==> config.mk <==
export PLATFORM = sky130hd
export DESIGN_NAME = grab_gesture_classifier
export DESIGN_NICKNAME = d
export VERILOG_FILES = /design/src/ggc_pkg.sv /design/src/ggc_cfg_regs.sv /design/src/ggc_probe.sv /design/src/grab_gesture_classifier.sv
export SDC_FILE = /design/constraint.sdc
export NUM_CORES = 1
export LEC_CHECK = 0
export ABC_AREA = 1
export ABC_CLOCK_PERIOD_IN_PS = 6200
export BUFFER_PORTS_ARGS = -buffer_cell sky130_fd_sc_hd__buf_2
export CAP_MARGIN = 25
export CORE_MARGIN = 5
export CORE_UTILIZATION = 64
export DETAILED_ROUTE_END_ITERATION = 8
export PLACE_DENSITY = 0.82
export SYNTH_ARGS = -nofsm -noshare
export SYNTH_HDL_FRONTEND = slang
export SYNTH_HIERARCHICAL = 1
export SYNTH_SLANG_ARGS = --single-unit
==> constraint.sdc <==
create_clock -name clk -period 6.2 [get_ports clk]
set_clock_uncertainty 0.2 [all_clocks]
set_input_delay 1.24 -clock clk [delete_from_list [all_inputs] [get_ports clk]]
set_output_delay 1.24 -clock clk [all_outputs]
set_load 0.01 [all_outputs]
==> src/ggc_pkg.sv <==
package ggc_pkg;

    localparam int CURL_BITS     = 16;
    localparam int TIME_BITS     = 24;
    localparam int NPROBE        = 5;
    localparam int COOL_BITS     = 24;
    localparam int DT_BITS       = 20;
    localparam int CFG_DATA_BITS = (COOL_BITS > CURL_BITS + 1) ? COOL_BITS : CURL_BITS + 1;
    localparam int TD_BITS       = (TIME_BITS > COOL_BITS) ? TIME_BITS : COOL_BITS;
    localparam int WIDE_BITS     = ((TD_BITS > DT_BITS) ? TD_BITS : DT_BITS) + 1;

    typedef logic signed [CURL_BITS-1:0] curl_t;
    typedef logic signed [CURL_BITS:0]   vel_t;
    typedef logic signed [CURL_BITS+1:0] thr_t;
    typedef logic [TIME_BITS-1:0]        time_t;

    // +1.0, -1.0 and +2.0 in curl fixed point
    localparam curl_t CURL_ONE     = {2'b01, {(CURL_BITS-2){1'b0}}};
    localparam curl_t CURL_NEG_ONE = {2'b11, {(CURL_BITS-2){1'b0}}};
    localparam vel_t  VEL_TWO      = {2'b01, {(CURL_BITS-1){1'b0}}};
    localparam time_t TIME_MAX     = {TIME_BITS{1'b1}};

    typedef enum logic [2:0] {
        REG_MAXIMUM_CURL        = 3'd0,
        REG_MINIMUM_CURL        = 3'd1,
        REG_MAX_CURL_VELOCITY   = 3'd2,
        REG_GRABBED_MAX_CURL_VEL = 3'd3,
        REG_THUMB_STICKINESS    = 3'd4,
        REG_FINGER_STICKINESS   = 3'd5,
        REG_GRAB_COOLDOWN       = 3'd6,
        REG_USE_GRAB_COOLDOWN   = 3'd7
    } reg_index_t;

    typedef struct packed {
        curl_t                 maximum_curl;
        curl_t                 minimum_curl;
        vel_t                  max_curl_velocity;
        vel_t                  grabbed_max_curl_velocity;
        curl_t                 thumb_stickiness;
        curl_t                 finger_stickiness;
        logic [COOL_BITS-1:0]  grab_cooldown;
        logic                  use_grab_cooldown;
    } cfg_t;

    typedef struct packed {
        curl_t                 thumb_curl;
        curl_t                 index_curl;
        curl_t                 middle_curl;
        curl_t                 ring_curl;
        curl_t                 pinky_curl;
        logic [NPROBE-1:0]     touch_mask;
        logic [NPROBE-1:0]     candidate_mask;
        logic                  ignore_temporal;
        logic                  hand_grabbed;
        logic [DT_BITS-1:0]    delta_time;
        logic                  clear_grab;
    } item_t;

    typedef struct packed {
        logic                  grabbing;
        logic                  state_changed;
        logic [NPROBE-1:0]     inside_mask;
        logic [2:0]            inside_count;
    } result_t;

endpackage

==> src/ggc_cfg_regs.sv <==
module ggc_cfg_regs
(
    input  logic                                clk,
    input  logic                                rst_n,
    input  logic                                cfg_write,
    input  ggc_pkg::reg_index_t                 cfg_index,
    input  logic [ggc_pkg::CFG_DATA_BITS-1:0]   cfg_data,
    output ggc_pkg::cfg_t                       cfg
);

    ggc_pkg::cfg_t cfg_reg;

    always_ff @(posedge clk or negedge rst_n)
    begin
        if (!rst_n)
        begin
            cfg_reg.maximum_curl              <= ggc_pkg::CURL_ONE;
            cfg_reg.minimum_curl              <= ggc_pkg::CURL_NEG_ONE;
            cfg_reg.max_curl_velocity         <= ggc_pkg::VEL_TWO;
            cfg_reg.grabbed_max_curl_velocity <= ggc_pkg::VEL_TWO;
            cfg_reg.thumb_stickiness          <= '0;
            cfg_reg.finger_stickiness         <= '0;
            cfg_reg.grab_cooldown             <= '0;
            cfg_reg.use_grab_cooldown         <= 1'b1;
        end
        else if (cfg_write)
        begin
            unique case (cfg_index)
                ggc_pkg::REG_MAXIMUM_CURL:
                    cfg_reg.maximum_curl <= cfg_data[ggc_pkg::CURL_BITS-1:0];
                ggc_pkg::REG_MINIMUM_CURL:
                    cfg_reg.minimum_curl <= cfg_data[ggc_pkg::CURL_BITS-1:0];
                ggc_pkg::REG_MAX_CURL_VELOCITY:
                    cfg_reg.max_curl_velocity <= cfg_data[ggc_pkg::CURL_BITS:0];
                ggc_pkg::REG_GRABBED_MAX_CURL_VEL:
                    cfg_reg.grabbed_max_curl_velocity <= cfg_data[ggc_pkg::CURL_BITS:0];
                ggc_pkg::REG_THUMB_STICKINESS:
                    cfg_reg.thumb_stickiness <= cfg_data[ggc_pkg::CURL_BITS-1:0];
                ggc_pkg::REG_FINGER_STICKINESS:
                    cfg_reg.finger_stickiness <= cfg_data[ggc_pkg::CURL_BITS-1:0];
                ggc_pkg::REG_GRAB_COOLDOWN:
                    cfg_reg.grab_cooldown <= cfg_data[ggc_pkg::COOL_BITS-1:0];
                ggc_pkg::REG_USE_GRAB_COOLDOWN:
                    cfg_reg.use_grab_cooldown <= cfg_data[0];
                default:
                    cfg_reg <= cfg_reg;
            endcase
        end
    end

    assign cfg = cfg_reg;

endmodule

==> src/ggc_probe.sv <==
module ggc_probe
(
    input  logic                clk,
    input  logic                rst_n,
    input  logic                update,
    input  ggc_pkg::curl_t      curl,
    input  logic                touch,
    input  logic                candidate,
    input  logic                old_grab,
    input  logic                ignore_temporal,
    input  ggc_pkg::curl_t      maximum_curl,
    input  ggc_pkg::curl_t      min_curl,
    input  ggc_pkg::vel_t       vel_limit,
    input  ggc_pkg::curl_t      stickiness,
    output logic                inside_now,
    output logic                inside_next
);

    ggc_pkg::curl_t last_curl_reg;
    ggc_pkg::thr_t  threshold_reg;
    logic           inside_reg;

    ggc_pkg::vel_t  vel;
    ggc_pkg::thr_t  threshold_next;
    logic           contact;
    logic           above;

    assign vel = ggc_pkg::vel_t'(curl) - ggc_pkg::vel_t'(last_curl_reg);

    // without candidates the probe keeps contact only while the hand already grabs
    assign contact = (candidate ? touch : old_grab)
                     && (curl < maximum_curl) && (curl > min_curl)
                     && (ignore_temporal || (vel < vel_limit));

    assign threshold_next = ignore_temporal ? ggc_pkg::thr_t'(stickiness)
                          : ggc_pkg::thr_t'(curl) + ggc_pkg::thr_t'(stickiness);

    assign above = ggc_pkg::thr_t'(curl) > threshold_reg;

    always_comb
    begin
        if (!inside_reg || above)
            inside_next = contact;
        else
            inside_next = inside_reg;
    end

    always_ff @(posedge clk or negedge rst_n)
    begin
        if (!rst_n)
        begin
            last_curl_reg <= '0;
            threshold_reg <= '0;
            inside_reg    <= 1'b0;
        end
        else if (update)
        begin
            last_curl_reg <= curl;
            inside_reg    <= inside_next;
            // latch the release threshold only while outside, so it holds from entry on
            if (!inside_reg)
                threshold_reg <= threshold_next;
        end
    end

    assign inside_now = inside_reg;

endmodule

==> src/grab_gesture_classifier.sv <==
// Grab gesture classifier. Each input beat is one tracking frame with five
// finger curls (thumb first), touch and candidate masks and the frame time;
// each frame gives exactly one result beat with the grab decision, a change
// flag and the mask and count of fingers inside the object. Per-finger state
// (last curl, inside flag, release threshold), the grab state and the regrab
// cooldown timer live in the block and advance in arrival order (a
// clear_grab frame clears the grab and holds the rest). A beat passes one
// input register, one pass of compare logic and one result register.
// Throughput is one frame per cycle while results are accepted; the only
// loop is the per-frame state update. Configuration takes effect on the
// next frame and should be written while no frame is in flight.
module grab_gesture_classifier
(
    input  logic                                clk,
    input  logic                                rst_n,
    input  logic                                cfg_write,
    input  ggc_pkg::reg_index_t                 cfg_index,
    input  logic [ggc_pkg::CFG_DATA_BITS-1:0]   cfg_data,
    input  logic                                item_valid,
    output logic                                item_ready,
    input  ggc_pkg::item_t                      item,
    output logic                                result_valid,
    input  logic                                result_ready,
    output ggc_pkg::result_t                    result
);

    ggc_pkg::cfg_t     cfg;

    ggc_pkg::item_t    item_reg;
    logic              item_valid_reg;
    ggc_pkg::result_t  result_reg;
    ggc_pkg::result_t  result_next;
    logic              result_valid_reg;
    logic              grab_state_reg;
    ggc_pkg::time_t    cooldown_reg;
    ggc_pkg::time_t    cooldown_next;

    logic              advance;
    logic              update;
    logic              clr;
    logic              ign;
    ggc_pkg::curl_t    min_curl;
    ggc_pkg::vel_t     vel_limit;
    ggc_pkg::curl_t    curls [ggc_pkg::NPROBE];
    logic [ggc_pkg::NPROBE-1:0] ins_now;
    logic [ggc_pkg::NPROBE-1:0] ins_next;
    logic [ggc_pkg::NPROBE-1:0] ins_shown;
    logic              grab_raw;
    logic              grab_next;
    logic              suppress;
    logic [ggc_pkg::WIDE_BITS-1:0] cool_sum;
    ggc_pkg::time_t    cool_sat;

    function automatic logic [2:0] count_bits(input logic [ggc_pkg::NPROBE-1:0] m);
        logic [2:0] c;
        c = '0;
        for (int i = 0; i < ggc_pkg::NPROBE; i++)
            c = c + 3'(m[i]);
        return c;
    endfunction

    ggc_cfg_regs u_cfg
    (
        .clk       (clk),
        .rst_n     (rst_n),
        .cfg_write (cfg_write),
        .cfg_index (cfg_index),
        .cfg_data  (cfg_data),
        .cfg       (cfg)
    );

    // beat handshake: input register feeds result register in one pass
    assign advance    = item_valid_reg && (!result_valid_reg || result_ready);
    assign item_ready = !item_valid_reg || advance;

    assign clr       = item_reg.clear_grab;
    assign ign       = item_reg.ignore_temporal;
    assign update    = advance && !clr;
    assign min_curl  = ign ? ggc_pkg::CURL_NEG_ONE : cfg.minimum_curl;
    assign vel_limit = item_reg.hand_grabbed ? cfg.grabbed_max_curl_velocity
                                             : cfg.max_curl_velocity;

    assign curls[0] = item_reg.thumb_curl;
    assign curls[1] = item_reg.index_curl;
    assign curls[2] = item_reg.middle_curl;
    assign curls[3] = item_reg.ring_curl;
    assign curls[4] = item_reg.pinky_curl;

    for (genvar g = 0; g < ggc_pkg::NPROBE; g++)
    begin : g_probe
        ggc_probe u_probe
        (
            .clk             (clk),
            .rst_n           (rst_n),
            .update          (update),
            .curl            (curls[g]),
            .touch           (item_reg.touch_mask[g]),
            .candidate       (item_reg.candidate_mask[g]),
            .old_grab        (grab_state_reg),
            .ignore_temporal (ign),
            .maximum_curl    (cfg.maximum_curl),
            .min_curl        (min_curl),
            .vel_limit       (vel_limit),
            .stickiness      ((g == 0) ? cfg.thumb_stickiness : cfg.finger_stickiness),
            .inside_now      (ins_now[g]),
            .inside_next     (ins_next[g])
        );
    end

    assign grab_raw = ins_next[0] && (|ins_next[ggc_pkg::NPROBE-1:1]);

    assign suppress = (ggc_pkg::WIDE_BITS'(cooldown_reg) <= ggc_pkg::WIDE_BITS'(cfg.grab_cooldown))
                      && !ign && cfg.use_grab_cooldown;

    assign cool_sum = ggc_pkg::WIDE_BITS'(cooldown_reg) + ggc_pkg::WIDE_BITS'(item_reg.delta_time);
    assign cool_sat = (cool_sum > ggc_pkg::WIDE_BITS'(ggc_pkg::TIME_MAX))
                    ? ggc_pkg::TIME_MAX : cool_sum[ggc_pkg::TIME_BITS-1:0];

    assign grab_next = grab_raw && !suppress;

    always_comb
    begin
        // restart the cooldown on release
        if (grab_state_reg && !grab_next)
            cooldown_next = '0;
        else if (suppress)
            cooldown_next = cool_sat;
        else
            cooldown_next = cooldown_reg;
    end

    assign ins_shown = clr ? ins_now : ins_next;

    always_comb
    begin
        result_next.grabbing      = !clr && grab_next;
        result_next.state_changed = !clr && (grab_next != grab_state_reg);
        result_next.inside_mask   = ins_shown;
        result_next.inside_count  = count_bits(ins_shown);
    end

    always_ff @(posedge clk or negedge rst_n)
    begin
        if (!rst_n)
        begin
            item_valid_reg   <= 1'b0;
            result_valid_reg <= 1'b0;
            grab_state_reg   <= 1'b0;
            cooldown_reg     <= ggc_pkg::TIME_MAX;
        end
        else
        begin
            if (item_ready)
                item_valid_reg <= item_valid;
            if (advance)
                result_valid_reg <= 1'b1;
            else if (result_ready)
                result_valid_reg <= 1'b0;
            if (advance)
                grab_state_reg <= !clr && grab_next;
            if (update)
                cooldown_reg <= cooldown_next;
        end
    end

    always_ff @(posedge clk)
    begin
        if (item_valid && item_ready)
            item_reg <= item;
        if (advance)
            result_reg <= result_next;
    end

    assign result_valid = result_valid_reg;
    assign result       = result_reg;

    a_grab_needs_thumb_and_finger: assert property (@(posedge clk) disable iff (!rst_n)
        result_valid_reg && result_reg.grabbing
        |-> result_reg.inside_mask[0] && (|result_reg.inside_mask[ggc_pkg::NPROBE-1:1]))
        else $error("grab reported without thumb and another finger inside");

    a_count_matches_mask: assert property (@(posedge clk) disable iff (!rst_n)
        result_valid_reg
        |-> result_reg.inside_count == 3'($countones(result_reg.inside_mask)))
        else $error("inside count differs from inside mask");

    a_state_tracks_result: assert property (@(posedge clk) disable iff (!rst_n)
        result_valid_reg |-> grab_state_reg == result_reg.grabbing)
        else $error("grab state differs from last result");

    a_release_restarts_cooldown: assert property (@(posedge clk) disable iff (!rst_n)
        update && grab_state_reg && !grab_next |=> cooldown_reg == '0)
        else $error("cooldown not restarted on release");

    a_changed_flag: assert property (@(posedge clk) disable iff (!rst_n)
        update |=> result_reg.state_changed == (grab_state_reg != $past(grab_state_reg)))
        else $error("change flag inconsistent with grab state");

endmodule
==> out/results.ini <==
[outcome]
status = finished clean

[yosys]
synth_edf_count = 123
synth-seq-area-share_pct = 32.9
postSynth.asyncResetShare_pct = 72.2
postSynthCellCount = 4734
syn_nets = 5418
synth-seq-cells = 443
synthesis.area_um2 = 35600
syn_avg_cell_area_um2 = 7.53
synth_cell_types = 56
yosysWarnings = 6
synthFlopType = dfrtp_1

[clock_tree]
h-tree-depth = 2
cts_tree = yes
cts_root_buf = clkbuf_16
clkTransAtPathRegs_ps = 70
cts_made_buffers = 50
cts_hold_buffers = 0
clock_path_buffers = 3
clkSinkCount = 443
worstSkewPairLatency_ps = 630
post_cts_buffers = 0
cts_resized = 0

[worst_setup_path]
critPathKind = register to register
required_ps = 6370
cpMostUsedCell = nand2_1
critPathLaunchType = register
path_buf_inv = 2
critical_path.max_fanout = 5
startpoint = curls[64]$_DFFE_PP_
cp-end-kind = register
cp_top_family = adder cells
r2r_start = curls[64]$_DFFE_PP_
slowest_stage = fa_1
cp.arrival_ps = 5860
max_stage_delay_ps = 470

[layout]
layout_commonest_cell = nand2_1
largest_reg_flops = 123
nFillCells = 4609
final_cells = 5683
drive_gt1_share_pct = 8.11
nNetsFinal = 5575
layout_common_cells = nand2_1, inv_1, ha_1
postLayoutCellArea_um2 = 39000
syn2layout_area_growth_pct = 9.30

[placed_design]
dpl_cell_area_um2 = 37200
gp_congestion = 0.969
pre_cts_ws_ps = 545
dpl.cell_count = 5587
place_hpwl_mm = 77.2
place.port_buffers = 156

[sta]
max_freq_mhz = 176
worstMarginPinSlew_ps = 1020
final.setup.worst_slack_ps = 513
tns_ps = 0
max_slew_margin_pct = 32.2
rsz0062_at_grt = no
hold_viol = 0
post-route-period-util_pct = 91.7
post-route-min-period_ps = 5690
drv_slew = 0
finalSetupViolations = 0

[worst_hold_path]
hold_class = register to register
hp-start = u_cfg/cfg[105]$_DFFE_PN1P_

[detailed_routing]
ant_nets = 0
drc = 0
drt_iter0_drc = 3048
wirelength_mm = 106
via_per_inst = 5.70
first_pass_iters = 9
vias = 32400
post_drt_wl_per_cell_um = 18.7

[pwr]
vdd_drop_max_uv = 373
p_leak_uw = 0.0204
powerDensity_nw_per_um2 = 388

[grt]
antenna_found_initial = 3
grt_first_pass_wirelength_mm = 164
grt_max_degree = 123
grt_overflow_total = 0
grt_use_total_pct = 34.2
use_met2_pct = 55.7
globalRouteMet3Util_pct = 8.00
grt_busiest_layer = met2
met1_usage_pct = 43.1
grt_pass1_vias = 30500

[die]
boundaryPins = 157
die_w_um = 246
die_h_um = 246
row_count = 86
die_area_um2 = 60500
core_area_um2 = 55100
start_util_pct = 64.7

[run]
drv_cap = 0

[metal layers]
metal	vias up	wire length, um
met2	1469	47200
met1	14800	41800
li1	15700	-
met3	375	10300
met5	-	29
met4	4	6720
[final cells by class]
type	count	area (um^2)	area share, %
repair buffers	185	1030	2.65
diodes	3	7.51	0.0193
flip-flops and latches	443	11700	30.1
multi-input cells	3410	20500	52.7
inverters	801	3010	7.72
well taps	748	936	2.40
clock inverters	26	312	0.800
clock buffers	67	1400	3.58
[logic make-up (layout without fill, tap and decap cells)]
| kind of cell | after synthesis | count (layout) | share of synthesized area, % |
|---|---|---|---|
| AO/OA/AOI/OAI | 776 | 776 | 12.3 |
| XOR/XNOR | 116 | 116 | 2.85 |
| adder cells (fa/ha/maj) | 539 | 539 | 19.2 |
| buffers and inverters | 881 | 1079 | 9.49 |
| flip-flops | 443 | 443 | 32.9 |
| multiplexers | 22 | 22 | 0.677 |
| other | 0 | 3 | 0 |
| AND/OR/NAND/NOR | 1957 | 1957 | 22.6 |
[synthesized netlist by cell type (all sizes together) (7+ instances only)]
| master | count | share of area [%] |
|---|---|---|
| a211oi | 13 | 0.29 |
| a21o | 31 | 0.65 |
| a21oi | 330 | 4.8 |
| a221oi | 8 | 0.20 |
| a31oi | 9 | 0.16 |
| buf | 35 | 0.58 |
| clkbuf | 45 | 0.47 |
| dfrtp | 290 | 20 |
| dfstp | 30 | 2.2 |
| edfxtp | 123 | 10 |
| fa | 13 | 0.73 |
| ha | 526 | 18 |
| inv | 798 | 8.4 |
| mux2 | 17 | 0.54 |
| nand2 | 1325 | 14 |
| nand3 | 212 | 3.0 |
| nand3b | 13 | 0.27 |
| nand4 | 46 | 0.82 |
| nor2 | 300 | 3.3 |
| nor3 | 41 | 0.65 |
| o2111ai | 7 | 0.17 |
| o211ai | 20 | 0.48 |
| o21ai | 296 | 4.3 |
| o21bai | 22 | 0.46 |
| o22ai | 30 | 0.53 |
| or2 | 7 | 0.12 |
| xnor2 | 48 | 1.2 |
| xor2 | 68 | 1.7 |
[stage by stage]
| step | hold slack (ps) | util, % | total power [uW] |
|---|---|---|---|
| floorplan | 238 | - | 9810 |
| global placement | 249 | 67.6 | 11500 |
| detailed placement | 249 | 67.6 | 11800 |
| CTS | 258 | 70.7 | 15000 |
| global route | 265 | 70.7 | 16400 |
| finish | 257 | 70.7 | 15100 |
[power breakdown]
group / internal [uW] / switching (uW)
sequential: 3810 / 690
combinational: 2870 / 4630
clock: 1750 / 1370
total: 8430 / 6690
[worst paths after layout]
| check | slack, ps | endpoint | cells past startpoint |
|---|---|---|---|
| setup / recovery | 510 | result[1]$_DFFE_PP_ | 27 |
| hold / removal | 260 | u_cfg/cfg[105]$_DFFE_PN1P_ | 2 |
| setup reg to reg | 510 | result[1]$_DFFE_PP_ | 27 |
| hold reg to reg | 260 | u_cfg/cfg[105]$_DFFE_PN1P_ | 2 |
| max in group asynchronous | 4070 | g_probe[1].u_probe/threshold_reg[7]$_DFFE_PN0P_ | 2 |
| min in group asynchronous | 540 | g_probe[0].u_probe/last_curl_reg[12]$_DFFE_PN0P_ | 1 |
[worst register-to-register path, cell delays in order, from the launching register on]
cell	delay, ps
edfxtp_1	350
inv_1	100
ha_1	250
fa_1	410
nand3b_1	170
nand2_1	100
a21oi_1	120
o21ai_2	180
a21boi_2	90
o21bai_1	210
nand2_1	80
nand2_1	60
nand2_1	50
ha_1	320
nand2_1	80
nor2_1	140
and2_1	170
nand3b_1	100
nand3_1	100
nand2_1	60
nand3_1	90
nand2_1	100
o21ai_2	340
inv_1	110
o21ai_0	330
fa_1	470
fa_1	370
ha_1	290
Power figures use the tool's default switching activity.
